`src/hw/rtl/ctrc_pkg.sv`:
```
// Shared constants, types and register codes for the counter tick rate converter.
package ctrc_pkg;

    // Fixed field widths.
    localparam int FREQ_W      = 41;
    localparam int RATE_W      = 20;
    localparam int VALUE_W     = 64;
    localparam int TICKS_W     = 32;
    localparam int CFG_DATA_W  = 64;
    localparam int CFG_INDEX_W = 8;

    // Defaults for the top-level parameters.
    localparam int COUNTER_WIDTH_DEF = 64;
    localparam int TICK_WIDTH_DEF    = 32;

    // Register reset values.
    localparam logic [FREQ_W-1:0] FREQ_RESET = FREQ_W'(10000000);
    localparam logic [RATE_W-1:0] RATE_RESET = RATE_W'(100000);

    // Configuration register indexes.
    localparam logic [CFG_INDEX_W-1:0] REG_FREQ     = CFG_INDEX_W'(0);
    localparam logic [CFG_INDEX_W-1:0] REG_ORIGIN   = CFG_INDEX_W'(1);
    localparam logic [CFG_INDEX_W-1:0] REG_RATE     = CFG_INDEX_W'(2);
    localparam logic [CFG_INDEX_W-1:0] REG_WATCHDOG = CFG_INDEX_W'(3);

    // Input operation codes.
    localparam logic OP_READ  = 1'b0;
    localparam logic OP_FRAME = 1'b1;

    // Sequencer states of the conversion core.
    typedef enum logic [2:0] {
        ST_IDLE,
        ST_DIV1,
        ST_MULQ,
        ST_MULR,
        ST_DIV2,
        ST_SUM,
        ST_DONE
    } ctrc_state_t;

    // Status the core reports to the top level.
    typedef struct packed {
        logic idle;
        logic done;
    } ctrc_status_t;

endpackage

```
`src/hw/rtl/ctrc_divstep.sv`:
```
// One restoring division step: shift in a dividend bit, compare and subtract.
module ctrc_divstep
    import ctrc_pkg::*;
#(
    parameter int DIV_W = FREQ_W
)
(
    input  logic [DIV_W-1:0] rem,
    input  logic             bit_in,
    input  logic [DIV_W-1:0] divisor,
    output logic [DIV_W-1:0] rem_out,
    output logic             q_bit
);

    logic [DIV_W:0] shifted;
    logic [DIV_W:0] trial;

    // The partial remainder stays below the divisor, so the result fits DIV_W bits.
    assign shifted = {rem, bit_in};
    assign trial   = shifted - {1'b0, divisor};
    assign q_bit   = (shifted >= {1'b0, divisor});
    assign rem_out = q_bit ? trial[DIV_W-1:0] : shifted[DIV_W-1:0];

endmodule

```
`src/hw/rtl/ctrc_core.sv`:
```
// Sequenced conversion core: shared divide step and shared multiplier.
module ctrc_core
    import ctrc_pkg::*;
#(
    parameter int COUNTER_WIDTH = COUNTER_WIDTH_DEF,
    parameter int TICK_WIDTH    = TICK_WIDTH_DEF
)
(
    input  logic                     clk,
    input  logic                     rst_n,
    input  logic                     start,
    input  logic                     take,
    input  logic [COUNTER_WIDTH-1:0] sample,
    input  logic [COUNTER_WIDTH-1:0] origin,
    input  logic [FREQ_W-1:0]        freq,
    input  logic [RATE_W-1:0]        rate,
    output ctrc_status_t             status,
    output logic [TICK_WIDTH-1:0]    result
);

    localparam int CNT_W  = $clog2(COUNTER_WIDTH);
    localparam int PROD_W = FREQ_W + RATE_W;
    localparam int SUM_W  = (TICK_WIDTH > RATE_W) ? TICK_WIDTH : RATE_W;

    ctrc_state_t state_reg, state_next;

    logic [CNT_W-1:0]         cnt_reg, cnt_next;
    logic [FREQ_W-1:0]        rem_reg, rem_next;
    logic [COUNTER_WIDTH-1:0] qsh_reg, qsh_next;
    logic [TICK_WIDTH-1:0]    whole_reg, whole_next;
    logic [TICK_WIDTH-1:0]    result_reg, result_next;

    logic              step_bit;
    logic [FREQ_W-1:0] step_rem;
    logic              step_q;
    logic [FREQ_W-1:0] mul_a;
    logic [PROD_W-1:0] prod;
    logic [SUM_W-1:0]  sum;

    // Shared divide step; the dividend bit comes from the top of the active field.
    assign step_bit = (state_reg == ST_DIV2) ? qsh_reg[RATE_W-1] : qsh_reg[COUNTER_WIDTH-1];

    ctrc_divstep #(
        .DIV_W (FREQ_W)
    ) u_divstep (
        .rem     (rem_reg),
        .bit_in  (step_bit),
        .divisor (freq),
        .rem_out (step_rem),
        .q_bit   (step_q)
    );

    // Shared multiplier: low quotient bits first, then the remainder.
    assign mul_a = (state_reg == ST_MULQ) ? FREQ_W'(qsh_reg[TICK_WIDTH-1:0]) : rem_reg;
    assign prod  = {{RATE_W{1'b0}}, mul_a} * {{FREQ_W{1'b0}}, rate};

    // Whole-seconds ticks plus the fractional ticks.
    assign sum = SUM_W'(whole_reg) + SUM_W'(qsh_reg[RATE_W-1:0]);

    // Next state.
    always_comb
    begin
        state_next = state_reg;
        unique case (state_reg)
            ST_IDLE:
            begin
                if (start)
                begin
                    state_next = ST_DIV1;
                end
            end
            ST_DIV1:
            begin
                if (cnt_reg == '0)
                begin
                    state_next = ST_MULQ;
                end
            end
            ST_MULQ: state_next = ST_MULR;
            ST_MULR: state_next = ST_DIV2;
            ST_DIV2:
            begin
                if (cnt_reg == '0)
                begin
                    state_next = ST_SUM;
                end
            end
            ST_SUM: state_next = ST_DONE;
            ST_DONE:
            begin
                if (take)
                begin
                    state_next = ST_IDLE;
                end
            end
            default: state_next = ST_IDLE;
        endcase
    end

    // Status outputs.
    always_comb
    begin
        status.idle = 1'b0;
        status.done = 1'b0;
        unique case (state_reg)
            ST_IDLE: status.idle = 1'b1;
            ST_DONE: status.done = 1'b1;
            default:
            begin
                status.idle = 1'b0;
                status.done = 1'b0;
            end
        endcase
    end

    // Datapath register updates.
    always_comb
    begin
        cnt_next    = cnt_reg;
        rem_next    = rem_reg;
        qsh_next    = qsh_reg;
        whole_next  = whole_reg;
        result_next = result_reg;
        case (state_reg) inside
            ST_IDLE:
            begin
                // Load the distance from the origin, wrapped to the counter width.
                if (start)
                begin
                    cnt_next = CNT_W'(COUNTER_WIDTH - 1);
                    rem_next = '0;
                    qsh_next = sample - origin;
                end
            end
            ST_DIV1, ST_DIV2:
            begin
                cnt_next = cnt_reg - CNT_W'(1);
                rem_next = step_rem;
                qsh_next = {qsh_reg[COUNTER_WIDTH-2:0], step_q};
            end
            ST_MULQ:
            begin
                whole_next = prod[TICK_WIDTH-1:0];
            end
            ST_MULR:
            begin
                // The upper part of the product is already below the divisor.
                cnt_next = CNT_W'(RATE_W - 1);
                rem_next = prod[PROD_W-1:RATE_W];
                qsh_next = COUNTER_WIDTH'(prod[RATE_W-1:0]);
            end
            ST_SUM:
            begin
                result_next = sum[TICK_WIDTH-1:0];
            end
            default:
            begin
                cnt_next = cnt_reg;
            end
        endcase
    end

    // Control state.
    always_ff @(posedge clk or negedge rst_n)
    begin
        if (!rst_n)
        begin
            state_reg <= ST_IDLE;
        end
        else
        begin
            state_reg <= state_next;
        end
    end

    // Payload registers.
    always_ff @(posedge clk)
    begin
        cnt_reg    <= cnt_next;
        rem_reg    <= rem_next;
        qsh_reg    <= qsh_next;
        whole_reg  <= whole_next;
        result_reg <= result_next;
    end

    assign result = result_reg;

endmodule

```
`src/hw/rtl/counter_tick_rate_converter_unit.sv`:
```
// One item at a time: the core takes no new item until its result moves to the output register.
// The radix-2 divide step runs over every counter bit and then over 20 fraction bits.
// A finished result waits in the output register while the next item is taken.
// Reset restores the register defaults, clears the anchor and empties the output register.
module counter_tick_rate_converter_unit
    import ctrc_pkg::*;
#(
    parameter int COUNTER_WIDTH = COUNTER_WIDTH_DEF,
    parameter int TICK_WIDTH    = TICK_WIDTH_DEF
)
(
    input  logic                   clk,
    input  logic                   rst_n,
    input  logic                   cfg_valid,
    output logic                   cfg_ready,
    input  logic [CFG_INDEX_W-1:0] cfg_index,
    input  logic [CFG_DATA_W-1:0]  cfg_data,
    input  logic                   in_valid,
    output logic                   in_ready,
    input  logic                   operation,
    input  logic [VALUE_W-1:0]     counter_value,
    output logic                   out_valid,
    input  logic                   out_ready,
    output logic [TICKS_W-1:0]     ticks,
    output logic                   reanchored
);

    localparam logic [TICK_WIDTH-1:0] SPAN = {2'b11, {(TICK_WIDTH-2){1'b0}}};

    logic [FREQ_W-1:0]        freq_reg, freq_next;
    logic [COUNTER_WIDTH-1:0] origin_reg, origin_next;
    logic [RATE_W-1:0]        rate_reg, rate_next;
    logic                     wd_reg, wd_next;
    logic [TICK_WIDTH-1:0]    anchor_reg, anchor_next;
    logic                     op_reg;
    logic                     out_valid_reg, out_valid_next;
    logic [TICK_WIDTH-1:0]    ticks_reg;
    logic                     reanchored_reg;

    ctrc_status_t          core_status;
    logic [TICK_WIDTH-1:0] core_result;
    logic                  in_fire;
    logic                  cfg_fire;
    logic                  take;
    logic [TICK_WIDTH-1:0] anchor_gap;
    logic                  hit;
    logic [FREQ_W-1:0]     freq_data;

    assign cfg_ready = 1'b1;
    assign cfg_fire  = cfg_valid && cfg_ready;
    assign in_ready  = core_status.idle;
    assign in_fire   = in_valid && in_ready;

    // A finished result moves out when the output register is free.
    assign take = core_status.done && (!out_valid_reg || out_ready);

    ctrc_core #(
        .COUNTER_WIDTH (COUNTER_WIDTH),
        .TICK_WIDTH    (TICK_WIDTH)
    ) u_core (
        .clk    (clk),
        .rst_n  (rst_n),
        .start  (in_fire),
        .take   (take),
        .sample (counter_value[COUNTER_WIDTH-1:0]),
        .origin (origin_reg),
        .freq   (freq_reg),
        .rate   (rate_reg),
        .status (core_status),
        .result (core_result)
    );

    // Configuration decode; a zero frequency is stored as one.
    assign freq_data = cfg_data[FREQ_W-1:0];

    always_comb
    begin
        freq_next   = freq_reg;
        origin_next = origin_reg;
        rate_next   = rate_reg;
        wd_next     = wd_reg;
        if (cfg_fire)
        begin
            unique case (cfg_index)
                REG_FREQ:     freq_next   = (freq_data == '0) ? FREQ_W'(1) : freq_data;
                REG_ORIGIN:   origin_next = cfg_data[COUNTER_WIDTH-1:0];
                REG_RATE:     rate_next   = cfg_data[RATE_W-1:0];
                REG_WATCHDOG: wd_next     = cfg_data[0];
                default:      wd_next     = wd_reg;
            endcase
        end
    end

    // Re-anchor test on the wrapped distance since the anchor.
    assign anchor_gap = core_result - anchor_reg;
    assign hit        = (op_reg == OP_FRAME) && wd_reg && (anchor_gap >= SPAN);

    always_comb
    begin
        anchor_next    = anchor_reg;
        out_valid_next = out_valid_reg;
        if (out_valid_reg && out_ready)
        begin
            out_valid_next = 1'b0;
        end
        if (take)
        begin
            out_valid_next = 1'b1;
            if (hit)
            begin
                anchor_next = core_result;
            end
        end
    end

    // Control and configuration state.
    always_ff @(posedge clk or negedge rst_n)
    begin
        if (!rst_n)
        begin
            freq_reg      <= FREQ_RESET;
            origin_reg    <= '0;
            rate_reg      <= RATE_RESET;
            wd_reg        <= 1'b0;
            anchor_reg    <= '0;
            out_valid_reg <= 1'b0;
        end
        else
        begin
            freq_reg      <= freq_next;
            origin_reg    <= origin_next;
            rate_reg      <= rate_next;
            wd_reg        <= wd_next;
            anchor_reg    <= anchor_next;
            out_valid_reg <= out_valid_next;
        end
    end

    // Item payload registers.
    always_ff @(posedge clk)
    begin
        if (in_fire)
        begin
            op_reg <= operation;
        end
        if (take)
        begin
            ticks_reg      <= core_result;
            reanchored_reg <= hit;
        end
    end

    assign out_valid  = out_valid_reg;
    assign ticks      = TICKS_W'(ticks_reg);
    assign reanchored = reanchored_reg;

    // The core stays busy after it takes an item.
    a_busy_after_accept: assert property (@(posedge clk) disable iff (!rst_n)
        in_fire |=> !in_ready)
        else $error("input ready while an item is in progress");

    // A reported re-anchor leaves the anchor at the reported ticks.
    a_anchor_matches: assert property (@(posedge clk) disable iff (!rst_n)
        (out_valid_reg && reanchored_reg) |-> (anchor_reg == ticks_reg))
        else $error("anchor does not match re-anchored ticks");

    // With the watchdog off no result can report a re-anchor.
    a_no_reanchor_when_off: assert property (@(posedge clk) disable iff (!rst_n)
        (take && !wd_reg) |=> (!reanchored_reg && $stable(anchor_reg)))
        else $error("re-anchor with watchdog disabled");

endmodule

```
`config.mk`:
```
export PLATFORM = sky130hd
export DESIGN_NAME = counter_tick_rate_converter_unit
export DESIGN_NICKNAME = d
export VERILOG_FILES = /design/src/hw/rtl/ctrc_pkg.sv /design/src/hw/rtl/ctrc_divstep.sv /design/src/hw/rtl/ctrc_core.sv /design/src/hw/rtl/counter_tick_rate_converter_unit.sv
export SDC_FILE = /design/constraint.sdc
export NUM_CORES = 2
export LEC_CHECK = 0
export ABC_AREA = 0
export BUFFER_PORTS_ARGS = -buffer_cell sky130_fd_sc_hd__buf_2
export CAP_MARGIN = 25
export CORE_ASPECT_RATIO = 1.5
export CORE_MARGIN = 3
export CORE_UTILIZATION = 55
export CTS_BUF_LIST = sky130_fd_sc_hd__clkbuf_8 sky130_fd_sc_hd__clkbuf_16
export DETAILED_ROUTE_END_ITERATION = 7
export GPL_TIMING_DRIVEN = 0
export HOLD_SLACK_MARGIN = 0.1
export PLACE_DENSITY_LB_ADDON = 0.12
export SYNTH_ARGS = -nofsm -noshare
export SYNTH_HDL_FRONTEND = slang
export SYNTH_HIERARCHICAL = 1
export SYNTH_SLANG_ARGS = --single-unit
```
`constraint.sdc`:
```
create_clock -name clk -period 11.1 [get_ports clk]
set_input_delay 0.555 -clock clk [delete_from_list [all_inputs] [get_ports clk]]
set_output_delay 0.555 -clock clk [all_outputs]
set_load 0.005 [all_outputs]
```
==> flow_metrics.py <==
metrics = {
    "status": {
        "status": "finished, final reports clean",
    },
    "sta": {
        "finClkSkew_ps": 30.09,
        "setup_viol": 0,
        "hold_viol": 0,
        "period_needed_ps": 10320,
        "worst_pin_slew_ps": 1063,
        "timing.fmax_mhz": 96.94,
        "setup-tns-final_ps": 0,
        "rsz0062_at_grt": "no",
        "maxSlewViolCount": 0,
        "slew_headroom": 0.2916,
        "setup_slack_ps": 783.9,
        "min_period_over_period": 0.9294,
    },
    "worst_setup_path": {
        "r2r_cells": 30,
        "cp_data_arrival_time_ps": 10640,
        "cpMostUsedCell": "fa_1",
        "worstSetupStartpointType": "register",
        "critical-path-slowest-cell": "clkbuf_1",
        "reg2reg_slack_ps": 780,
        "critPathKind": "register to register",
        "worstPathRequired_ps": 11420,
        "end_kind": "register",
        "slowest_delay_ps": 700,
        "crit_fanout": 10,
    },
    "logic_synthesis": {
        "yosysTopAreaCellShare": 0.2811,
        "syn-num-nets": 6574,
        "synth_cell_type_count": 101,
        "yosysWarnings": 6,
        "yosys_most_used_dff": "edfxtp_1",
        "netlist_area_um2": 49930,
        "ys_seq_elements": 371,
        "synthMostInstantiatedCell": "inv_1",
        "synthTopCellsByCount": "inv_1, nand2_1, fa_1",
        "yosysSeqAreaShare": 0.2073,
        "synth_cells": 5403,
        "yosysTopAreaCell": "fa_1",
        "synth_edf_count": 209,
        "avgSynthCellArea_um2": 9.241,
        "synthArstFlopShare": 0.4367,
        "yosys-top-cells-area": "fa_1, edfxtp_1, ha_1",
    },
    "finish": {
        "final_net_count": 6802,
        "syn_to_final_growth_pct": 7.819,
        "fillers": 8111,
        "instances_no_fill": 6829,
        "final_area_um2": 53830,
        "drive_gt1_frac": 0.09656,
    },
    "place": {
        "dpl_cell_area_um2": 52380,
        "dp_hpwl_um": 134700,
        "port_buffers": 176,
        "gp_congestion": 0.9688,
        "dp.cells": 6740,
        "pre_cts_ws_ps": 611.8,
    },
    "floorplan": {
        "die_x_um": 252,
        "die_h_um": 375.0,
        "core_um2": 89530,
        "start_util": 0.5576,
        "ioPinCount": 178,
        "dieArea_um2": 94500,
        "row_count": 134,
    },
    "clock_tree": {
        "cts.clk_slew.worst_paths_ps": 60,
        "cts_setup_buffers": 0,
        "cts.sinks": 371,
        "worstSkewPairLatency_ps": 590,
        "clk_path_buf_depth": 3,
        "cts_tree": "yes",
        "cts_root_buffer": "clkbuf_16",
        "numCtsBuffers": 42,
        "htree_levels": 2,
    },
    "route": {
        "drtIter0Drc": 3098,
        "dr.pass1.iters": 6,
        "drt-vias-per-instance": 5.883,
        "dr_total_vias": 40170,
        "drtAntennaViolNets": 0,
        "wirelength_um": 164500,
        "route.detailed.drc": 0,
        "wl_per_cell_um": 24.09,
    },
    "power": {
        "seqPwrFrac": 0.230,
        "vdd_ir_drop_max_v": 0.0001676,
        "total_power_uw": 10610,
        "powerDensity_nw_per_um2": 197.1,
        "clkPwrFrac": 0.132,
        "intPower_uw": 5036,
        "p_sw_uw": 5573,
        "leakagePower_uw": 0.02488,
        "p_comb_frac": 0.639,
        "swShare": 0.5253,
    },
    "min_path": {
        "holdCritPathClass": "primary input to register",
        "hold-path-cell-count": 1,
    },
    "grt": {
        "first_global_vias": 41860,
        "antenna_found_initial": 11,
        "grt_use_total": 0.3514,
        "overflow": 0,
        "grt_pass1_wl_um": 248600,
        "grt_max_degree": 95,
    },
    "flow_run": {
        "maxCapViolCount": 0,
    },
}
-- kinds of logic after synthesis --
kind of cell | count (synthesis) | synth area share
compound gates | 827 | 0.1063
flops | 371 | 0.2073
other cells | 1 | 0.00007511
simple gates | 1575 | 0.1508
xor+xnor | 177 | 0.03105
fa+ha+maj | 1029 | 0.3633
buf+inv | 1222 | 0.09373
mux | 201 | 0.04749
-- final cells by class --
| class | instances | area [um2] | area share |
|---|---|---|---|
| diodes | 8 | 20.02 | 0.0003719 |
| plain buffers | 303 | 1231 | 0.02287 |
| clock buffers | 53 | 1214 | 0.02255 |
| clock inverters | 25 | 168.9 | 0.003138 |
| inverters | 919 | 3450 | 0.06408 |
| multi-input cells | 3810 | 34920 | 0.6487 |
| flip-flops and latches | 371 | 10350 | 0.1922 |
| well taps | 1156 | 1446 | 0.02687 |
| repair buffers | 184 | 1032 | 0.01918 |
-- what timing repair did --
action / 4_1_cts / 5_1_grt
resized for setup: 0 / 1
hold buffers: 1 / 0
hold endpoints to repair: 57 / 0
setup endpoints to repair: 0 / 2
-- layer usage --
metal | global-route usage | up-vias | wire, um
met3 | 0.05147 | 572 | 10730
li1 | - | 17880 | -
met2 | 0.6032 | 1568 | 80910
met4 | 0.2351 | 2 | 13820
met5 | 0 | - | 16
met1 | 0.4071 | 20150 | 59060
-- placed cells by master (no fill, tap or decap), types with 148 or more instances in the layout --
cell      count
a21oi_1     239
and2_1      283
buf_2       195
clkbuf_1    268
dfrtp_1     148
edfxtp_1    209
fa_1        701
ha_1        328
inv_1       925
mux2_2      165
nand2_1     747
nor2_1      179
o21ai_0     151
-- final timing paths --
kind | end | start
worst max-delay path | u_core/rem_reg[31] | u_core/state_reg[0]
worst min-delay path | op_reg | operation
worst max register to register | u_core/rem_reg[31] | u_core/state_reg[0]
worst min register to register | ticks[29] | u_core/result[29]
max in group asynchronous | freq_reg[7] | rst_n
min in group asynchronous | origin_reg[47] | rst_n
-- power by group through the flow --
| stage | Clock [uW] | Combinational [uW] | Sequential, uW |
|---|---|---|---|
| final | 1400 | 6780 | 2440 |
| after global routing | 1470 | 7340 | 2450 |
| after CTS | 1420 | 6680 | 2430 |
| after detailed placement | 0 | 6640 | 2460 |
| after global placement | 0 | 6540 | 2500 |
| after floorplan | 0 | 4350 | 2250 |
-- through the flow --
step	hold WS, ps	utilization
2_1_floorplan	259.4	-
3_3_place_gp	458.2	0.5836
3_5_place_dp	485.0	0.5851
4_1_cts	128.6	0.6006
5_1_grt	134.0	0.6011
6_report	158.7	0.6012
-- critical path: cells and delay by family (launching register included) --
family | cells | cell delay [ps]
AO/OA/AOI/OAI | 5 | 1390
XOR/XNOR | 1 | 180
adder cells (fa/ha/maj) | 8 | 4070
buffers and inverters | 8 | 2140
flip-flops | 1 | 360
multiplexers | 1 | 330
AND/OR/NAND/NOR | 7 | 1550
No activity file was read; power rests on OpenSTA's default activity.
